==> src/rtl/core/lpmr_pkg.sv <==
package lpmr_pkg;

	// Store geometry
	localparam int STORE_DEPTH = 4096;
	localparam int HDR_BYTES   = 4;
	localparam int POS_W       = $clog2(STORE_DEPTH);
	localparam int CNT_W       = POS_W + 1;
	localparam int CAP_MIN     = HDR_BYTES + 1;

	// Item modes
	localparam logic [2:0] MODE_SEND    = 3'd0;
	localparam logic [2:0] MODE_PAYLOAD = 3'd1;
	localparam logic [2:0] MODE_RECV    = 3'd2;
	localparam logic [2:0] MODE_READ    = 3'd3;
	localparam logic [2:0] MODE_CLEAR   = 3'd4;

	// Result status codes
	localparam logic [2:0] ST_OK       = 3'd0;
	localparam logic [2:0] ST_INVALID  = 3'd1;
	localparam logic [2:0] ST_FULL     = 3'd2;
	localparam logic [2:0] ST_EMPTY    = 3'd3;
	localparam logic [2:0] ST_INTERNAL = 3'd4;
	localparam logic [2:0] ST_SEQUENCE = 3'd5;

	// Result length source
	localparam logic [1:0] LSEL_NONE = 2'd0;
	localparam logic [1:0] LSEL_MSG  = 2'd1;
	localparam logic [1:0] LSEL_HDR  = 2'd2;

	// Controller to datapath commands
	typedef struct packed {
		logic       latch;
		logic       hdr_wr;
		logic [1:0] hdr_idx;
		logic       send_open;
		logic       pay_wr;
		logic       peek_start;
		logic       peek_rd;
		logic       collect;
		logic       recv_commit;
		logic       byte_rd;
		logic       clear;
		logic       res_load;
		logic [2:0] res_status;
		logic [1:0] res_len_sel;
		logic       res_data;
		logic       res_last;
	} lpmr_cmd_t;

	// Datapath to controller status
	typedef struct packed {
		logic [2:0] mode;
		logic       send_open;
		logic       recv_open;
		logic       zero_len;
		logic       send_full;
		logic       fill_zero;
		logic       fill_lt_hdr;
		logic       hdr_bad;
		logic       room_short;
		logic       hdr_zero;
		logic       send_last;
	} lpmr_sts_t;

endpackage

==> src/rtl/core/lpmr_ctrl.sv <==
module lpmr_ctrl import lpmr_pkg::*; (
	input  logic      clk,
	input  logic      arst_n,
	input  logic      start,
	input  lpmr_sts_t sts,
	output lpmr_cmd_t cmd,
	output logic      busy,
	output logic      cfg_ready,
	output logic      done
);

	localparam logic [2:0] S_IDLE    = 3'd0;
	localparam logic [2:0] S_CHECK   = 3'd1;
	localparam logic [2:0] S_HDR     = 3'd2;
	localparam logic [2:0] S_PEEK    = 3'd3;
	localparam logic [2:0] S_COLLECT = 3'd4;
	localparam logic [2:0] S_EVAL    = 3'd5;
	localparam logic [2:0] S_RD_WAIT = 3'd6;

	logic [2:0] state_q;
	logic [2:0] state_d;
	logic [1:0] cnt_q;
	logic [1:0] cnt_d;
	logic       done_q;

	assign busy      = state_q != S_IDLE;
	assign cfg_ready = state_q == S_IDLE;
	assign done      = done_q;

	// Sequence each request
	always_comb begin
		cmd         = '0;
		state_d     = state_q;
		cnt_d       = cnt_q;
		cmd.hdr_idx = cnt_q;
		case (state_q)
			S_IDLE: begin
				if (start) begin
					cmd.latch = 1'b1;
					state_d   = S_CHECK;
				end
			end
			S_CHECK: begin
				cmd.res_status = ST_OK;
				case (sts.mode)
					MODE_SEND: begin
						if (sts.send_open || sts.recv_open) begin
							cmd.res_status = ST_SEQUENCE;
							cmd.res_load   = 1'b1;
						end else if (sts.zero_len) begin
							cmd.res_status = ST_INVALID;
							cmd.res_load   = 1'b1;
						end else if (sts.send_full) begin
							cmd.res_status = ST_FULL;
							cmd.res_load   = 1'b1;
						end else begin
							cmd.hdr_wr  = 1'b1;
							cmd.hdr_idx = 2'd0;
							cnt_d       = 2'd1;
							state_d     = S_HDR;
						end
					end
					MODE_PAYLOAD: begin
						cmd.res_load = 1'b1;
						if (!sts.send_open) begin
							cmd.res_status = ST_SEQUENCE;
						end else begin
							cmd.pay_wr   = 1'b1;
							cmd.res_last = sts.send_last;
						end
					end
					MODE_RECV: begin
						if (sts.send_open || sts.recv_open) begin
							cmd.res_status = ST_SEQUENCE;
							cmd.res_load   = 1'b1;
						end else if (sts.fill_zero) begin
							cmd.res_status = ST_EMPTY;
							cmd.res_load   = 1'b1;
						end else if (sts.fill_lt_hdr) begin
							cmd.res_status = ST_INTERNAL;
							cmd.res_load   = 1'b1;
						end else begin
							cmd.peek_start = 1'b1;
							cnt_d          = 2'd1;
							state_d        = S_PEEK;
						end
					end
					MODE_READ: begin
						if (!sts.recv_open) begin
							cmd.res_status = ST_SEQUENCE;
							cmd.res_load   = 1'b1;
						end else begin
							cmd.byte_rd = 1'b1;
							state_d     = S_RD_WAIT;
						end
					end
					MODE_CLEAR: begin
						cmd.clear    = 1'b1;
						cmd.res_load = 1'b1;
					end
					default: begin
						cmd.res_status = ST_INVALID;
						cmd.res_load   = 1'b1;
					end
				endcase
				if (cmd.res_load) begin
					state_d = S_IDLE;
				end
			end
			S_HDR: begin
				cmd.hdr_wr = 1'b1;
				if (cnt_q == 2'd3) begin
					cmd.send_open   = 1'b1;
					cmd.res_load    = 1'b1;
					cmd.res_status  = ST_OK;
					cmd.res_len_sel = LSEL_MSG;
					state_d         = S_IDLE;
				end else begin
					cnt_d = cnt_q + 2'd1;
				end
			end
			S_PEEK: begin
				cmd.peek_rd = 1'b1;
				cmd.collect = 1'b1;
				if (cnt_q == 2'd3) begin
					state_d = S_COLLECT;
				end else begin
					cnt_d = cnt_q + 2'd1;
				end
			end
			S_COLLECT: begin
				cmd.collect = 1'b1;
				state_d     = S_EVAL;
			end
			S_EVAL: begin
				cmd.res_load = 1'b1;
				state_d      = S_IDLE;
				if (sts.hdr_bad) begin
					cmd.res_status = ST_INTERNAL;
				end else if (sts.room_short) begin
					cmd.res_status = ST_FULL;
				end else begin
					cmd.recv_commit = 1'b1;
					cmd.res_status  = ST_OK;
					cmd.res_len_sel = LSEL_HDR;
					cmd.res_last    = sts.hdr_zero;
				end
			end
			S_RD_WAIT: begin
				cmd.res_load   = 1'b1;
				cmd.res_status = ST_OK;
				cmd.res_data   = 1'b1;
				cmd.res_last   = !sts.recv_open;
				state_d        = S_IDLE;
			end
			default: begin
				state_d = S_IDLE;
			end
		endcase
	end

	// Advance state and raise the result strobe
	always_ff @(posedge clk or negedge arst_n) begin
		if (!arst_n) begin
			state_q <= S_IDLE;
			cnt_q   <= '0;
			done_q  <= 1'b0;
		end else begin
			state_q <= state_d;
			cnt_q   <= cnt_d;
			done_q  <= cmd.res_load;
		end
	end

`ifndef SYNTHESIS
	a_done_idle: assert property (@(posedge clk) disable iff (!arst_n)
		done_q |-> state_q == S_IDLE) else $error("result strobe while busy");
	a_accept_busy: assert property (@(posedge clk) disable iff (!arst_n)
		(start && !busy) |=> (busy && !done_q)) else $error("accepted request not started");
	a_load_ends: assert property (@(posedge clk) disable iff (!arst_n)
		cmd.res_load |-> state_d == S_IDLE) else $error("result loaded mid request");
`endif

endmodule

==> config.mk <==
export PLATFORM = sky130hd
export DESIGN_NAME = lpmr_ctrl
export DESIGN_NICKNAME = d
export VERILOG_FILES = /design/src/rtl/core/lpmr_pkg.sv /design/src/rtl/core/lpmr_ctrl.sv
export SDC_FILE = /design/constraint.sdc
export NUM_CORES = 1
export LEC_CHECK = 0
export ABC_AREA = 1
export BUFFER_PORTS_ARGS = -buffer_cell sky130_fd_sc_hd__buf_4
export CAP_MARGIN = 40
export CORE_MARGIN = 3
export CORE_UTILIZATION = 30
export DETAILED_ROUTE_END_ITERATION = 6
export PLACE_DENSITY = 0.57
export SETUP_SLACK_MARGIN = 0.5
export SYNTH_ARGS = -nofsm -noshare
export SYNTH_HDL_FRONTEND = slang
export SYNTH_SLANG_ARGS = --single-unit
==> constraint.sdc <==
create_clock -name clk -period 2.7 [get_ports clk]
set_input_delay 0.54 -clock clk [delete_from_list [all_inputs] [get_ports clk]]
set_output_delay 0.54 -clock clk [all_outputs]
set_load 0.01 [all_outputs]
# Word-level counts from Yosys, hierarchy flattened

Index checks and enable logic that the tools add are counted.

$add $sub $neg: 1
Eq/ne operators: 30
Muxes and demuxes: 72
Reduce and logical (&&, ||, !) cells: 10

Operators by type and width:

| operator                                              | number |
|---|---|
| two-way mux 3 bit                                     | 17 |
| one-hot mux 3 bit (5 select lines)                    | 2 |
| two-way mux 4 bit                                     | 7 |
| inequality test 4 bit, second input constant          | 7 |
| two-way mux 2 bit                                     | 13 |
| two-way mux 1 bit                                     | 24 |
| inequality test 3 bit, second input constant          | 6 |
| one-hot mux 4 bit (4 select lines)                    | 1 |
| equality test 3 x 2 -> 1 bit, second input constant   | 4 |
| equality test 3 bit, second input constant            | 4 |
| one-hot mux 2 bit (2 select lines)                    | 3 |
| AND reduction 11 bit                                  | 1 |
| one-hot mux 3 bit (3 select lines)                    | 1 |
| AND reduction 9 bit                                   | 1 |
| inequality test 2 bit, second input constant          | 4 |
| equality test 3 x 1 -> 1 bit, second input constant   | 2 |
| zero test 3 bit                                       | 2 |
| two-way mux 6 bit                                     | 1 |
| one-hot mux 1 bit (3 select lines)                    | 2 |
| inequality test 5 x 2 -> 1 bit, second input constant | 1 |
| OR reduction 2 bit                                    | 2 |
| inequality test 3 x 1 -> 1 bit, second input constant | 1 |
| nonzero test 3 bit                                    | 1 |
| adder 2 x 1 -> 2 bit, second input constant           | 1 |
| other kinds (5)                                       | 5 |

Register bits: 6

# Longest topological paths before layout

Word-level depth: 7
Depth in mapped cells: 9
Depth with buffers taken out: 9

# Least setup slack after synthesis

Ideal clock, no wire load.

Kind: input to output
Start: input sts[12] in the netlist's numbering
End: output cmd[7] in the netlist's numbering
Arrival: 1.298 ns
Required time: 2.160 ns
Path slack: 0.862 ns
Stages: 8
Cell sequence: inv_2 -> nand2_2 -> nor2_4 -> nand2_1 -> and3_1 -> nand2_1 -> nand2_1 -> nand2_1

RTL lines:

| element     | line           | RTL |
|---|---|---|
| from (decl) | lpmr_ctrl.sv:5 | `input lpmr_sts_t sts,` |
| to (decl)   | lpmr_ctrl.sv:6 | `output lpmr_cmd_t cmd,` |

==> flow_summary_export.csv <==
group,metric,value,unit
power_and_ir_drop,p_leak,0.000650,uW
drt,vias_per_cell,4.64,
clock_network,clk_latency,0.24,ns
timing,hold_viol,0,
synthesis,ys_warn_count,0,
placement,placed_cell_area,1140,sq um
timing,finalSetupTns,0,ns
synthesis,synth_area_leaders,"dfrtp_1 (18%), nand2_1 (17%), nand3_1 (11%)",
synthesis,synth_nets,155,
clock_network,cts-root-buf,"clkbuf_4",
drt,drt-pass1-iter-count,4,
critical_path,cp_cell_sequence,"buf_4 > nor2_2 > nand3_2 > nand2_1 > and3_1 > nand2_1 > nand2_1 > nand2_1 > buf_4",
finish,n_antenna_cell,0,
power_and_ir_drop,power_switching,482,uW
power_and_ir_drop,comb_power_share,71.6,%
clock_network,cts_buffers,3,
critical_path,critPathSlowestCell,"nor2_2",
timing,layout_setup_ws,0.574,ns
clock_network,clockBufferDepth,2,
drt,drc,0,
critical_path,critical_path_class,"primary input to output pin",
synthesis,ys_ff_latch,6,
synthesis,synth_top_area_cell,"dfrtp_1",
timing,rsz0062_at_grt,"true",
placement,pre_cts_slack,0.470,ns
timing,slew_viol_final,0,
critical_path,rr_startpoint,"state_q[2]$_DFFE_PN0P_",
drt,routedWlPerCell,10.6,um
finish,drive_gt1_share,38.8,%
grt,grtUsageTotal,13.9,%
die,ios,39,
power_and_ir_drop,pwr-share-seq,19.7,%
flow_run,max-cap-violations,0,
drt,routed_wl,2200,um
critical_path,arrival,1.59,ns
synthesis,avgSynthCellArea,5.95,sq um
clock_network,htree_levels,1,
critical_path,path_delay_family,"simple AND/OR/NAND/NOR gates",
grt,antenna_found_initial,0,
synthesis,ys_seq_area_share,18.3,%
critical_path,rrSetupSlack,1.38,ns
critical_path,reg2regPathDepth,9,
die,start_util,32.3,%
power_and_ir_drop,p_sw_share,51.0,%
critical_path,start_kind,"primary input",
timing,final.period_utilization,78.7,%
synthesis,synth_top_area_share,18.3,%
clock_network,cts_tree,"yes",
grt,overflow,0,
critical_path,reg2reg_to,"cnt_q[1]$_DFFE_PN0P_",
finish,synthToLayoutAreaGrowth,44.2,%
power_and_ir_drop,p_total,945,uW
critical_path,end_kind,"output pin",
die,die-area,3400,sq um
die,rows,18,
clock_network,hold_buffers,0,
power_and_ir_drop,power_density,798,nW/um^2
drt,drtIter0Drc,14,
timing,tightest_slew,0.322,ns
timing,finalClockSkew,0.000778,ns
power_and_ir_drop,ir_drop,464,uV
timing,setup_viol,0,
grt,grt_pass1_wl,3820,um
run_status,status,"finished clean",
clock_network,cts_sinks,6,
die,core-area,2540,sq um
critical_path,critPathBufInv,2,
drt,postRouteAntennaNets,0,
placement,routabilityCongestion,0.790,
drt,num_vias,965,
placement,portBuffers,38,
critical_path,cp_max_fo,4,
synthesis,synth.distinct_cells,29,
power_and_ir_drop,internal_power,463,uW
placement,hpwl,1840,um
critical_path,cp.required,2.16,ns
finish,design_area,1180,sq um
synthesis,syn_inst,138,
timing,max_freq,470,MHz
critical_path,slowest_delay,0.20,ns
grt,grt_pass1_vias,917,
die,die_h,58.3,um
grt,grt_max_degree,10,
critical_path,cpMostUsedCell,"nand2_1",
power_and_ir_drop,clkPwrFrac,8.6,%
timing,relSlewSlack,78.5,%
die,die_w,58.3,um
clock_network,cts.clk_slew.worst_paths,0.04,ns
timing,period_needed,2.13,ns
synthesis,synth_area,821,sq um
worst_hold_path,hp-class,"primary input to asynchronous set/reset pin",
finish,nets,197,
[Yosys cell counts]
| library cell | number |
|---|---|
| nor3_1 | 2 |
| nor3_4 | 1 |
| ha_1 | 1 |
| a21oi_2 | 1 |
| nand3_2 | 1 |
| dfrtp_1 | 6 |
| nand4_1 | 2 |
| nand3b_1 | 1 |
| clkinv_1 | 1 |
| nor4_4 | 1 |
| o21ai_0 | 5 |
| nand3_1 | 18 |
| nor2_2 | 4 |
| nand2_1 | 38 |
| and3_1 | 1 |
| a31oi_1 | 1 |
| inv_1 | 17 |
| a21oi_1 | 1 |
| o211ai_2 | 1 |
| nor2_4 | 2 |
| o21a_1 | 2 |
| nor2_1 | 16 |
| nor3_2 | 2 |
| buf_4 | 1 |
| nand2_2 | 3 |
| inv_4 | 1 |
| inv_2 | 6 |
| a21boi_0 | 1 |
| nand2_4 | 1 |
[power groups by stage]
| stage | Clock [uW] | Combinational (uW) | Sequential [uW] |
|---|---|---|---|
| floorplan | 0 | 432 | 177 |
| global placement | 0 | 674 | 185 |
| detailed placement | 0 | 673 | 185 |
| CTS | 85.6 | 676 | 184 |
| global route | 88.2 | 768 | 193 |
| finish | 81.5 | 677 | 186 |
[stage by stage]
step           instances  utilization (%)  hold slack [ns]
5_1_grt              208             46.5           0.0888
2_1_floorplan        138                -            0.244
6_report             208             46.5           0.0954
3_3_place_gp         205             44.6            0.349
4_1_cts              208             45.6           0.0885
3_5_place_dp         205             44.6            0.351
[worst max-delay path by stage]
stage | slack [ns] | endpoint | from | cells after the start
floorplan | 0.86 | cmd[7] | sts[12] | 8
global placement | 0.49 | cmd[7] | sts[9] | 9
detailed placement | 0.47 | cmd[7] | sts[9] | 9
CTS | 0.54 | cmd[7] | sts[12] | 10
global route | 0.47 | cmd[7] | sts[9] | 9
finish | 0.57 | cmd[7] | sts[9] | 9
[routing by layer]
layer  up-vias  GRT usage [%]  share of wire (%)
met5         -              0                  0
met4         0          0.993                  0
met3         0           2.85                5.3
met2        23           23.6                 47
met1       416           18.8                 47
li1        526              -                  -
[kinds of logic (layout without fill, tap and decap cells)]
logic type,Yosys count,in the layout,share of synthesized area (%)
and+or+nand+nor,93,93,57.8
adders and majority gates,1,1,1.52
buffers and inverters,26,66,12.7
DFF,6,6,18.3
AOI/OAI and AO/OA,12,12,9.76
[worst register-to-register path, stage by stage, from the launching register on]
cell and delay [ns]:
dfrtp_1 0.41, inv_4 0.12, nand2_1 0.10, nor2_4 0.19, nand3b_1 0.11, nand2_1 0.08
inv_2 0.04, nand3_1 0.09, nand2_1 0.06, nand2_1 0.05
[cells in the final DEF (no fill, tap or decap), drive strengths merged]
master,instances
nand2,42
buf,38
inv,24
nor2,22
nand3,19
dfrtp,6
o21ai,5
nor3,5
clkbuf,3
nand4,2
o21a,2
a21oi,2
o211ai,1
nor4,1
and3,1
a31oi,1
nand3b,1
clkinv,1
a21boi,1
ha,1
[sequential cells by signal (all words and copies together) (netlist names)]
name and cells:
state_q 3, done 1, cnt_q 2
[timing repair]
item | in CTS | in global routing
setup endpoints to repair | 1 | 4
gates resized for setup | 1 | 6
buffers inserted | 0 | 0
pin swaps | 0 | 1
[layout make-up]
| type | count | area, sq um |
|---|---|---|
| flip-flops and latches | 6 | 150 |
| inverters | 25 | 98.8 |
| well taps | 30 | 37.5 |
| multi-input cells | 106 | 589 |
| repair buffers | 38 | 285 |
| clock buffers | 3 | 22.5 |
| fillers | 291 | 1360 |
(Power assumes the default switching activity.)
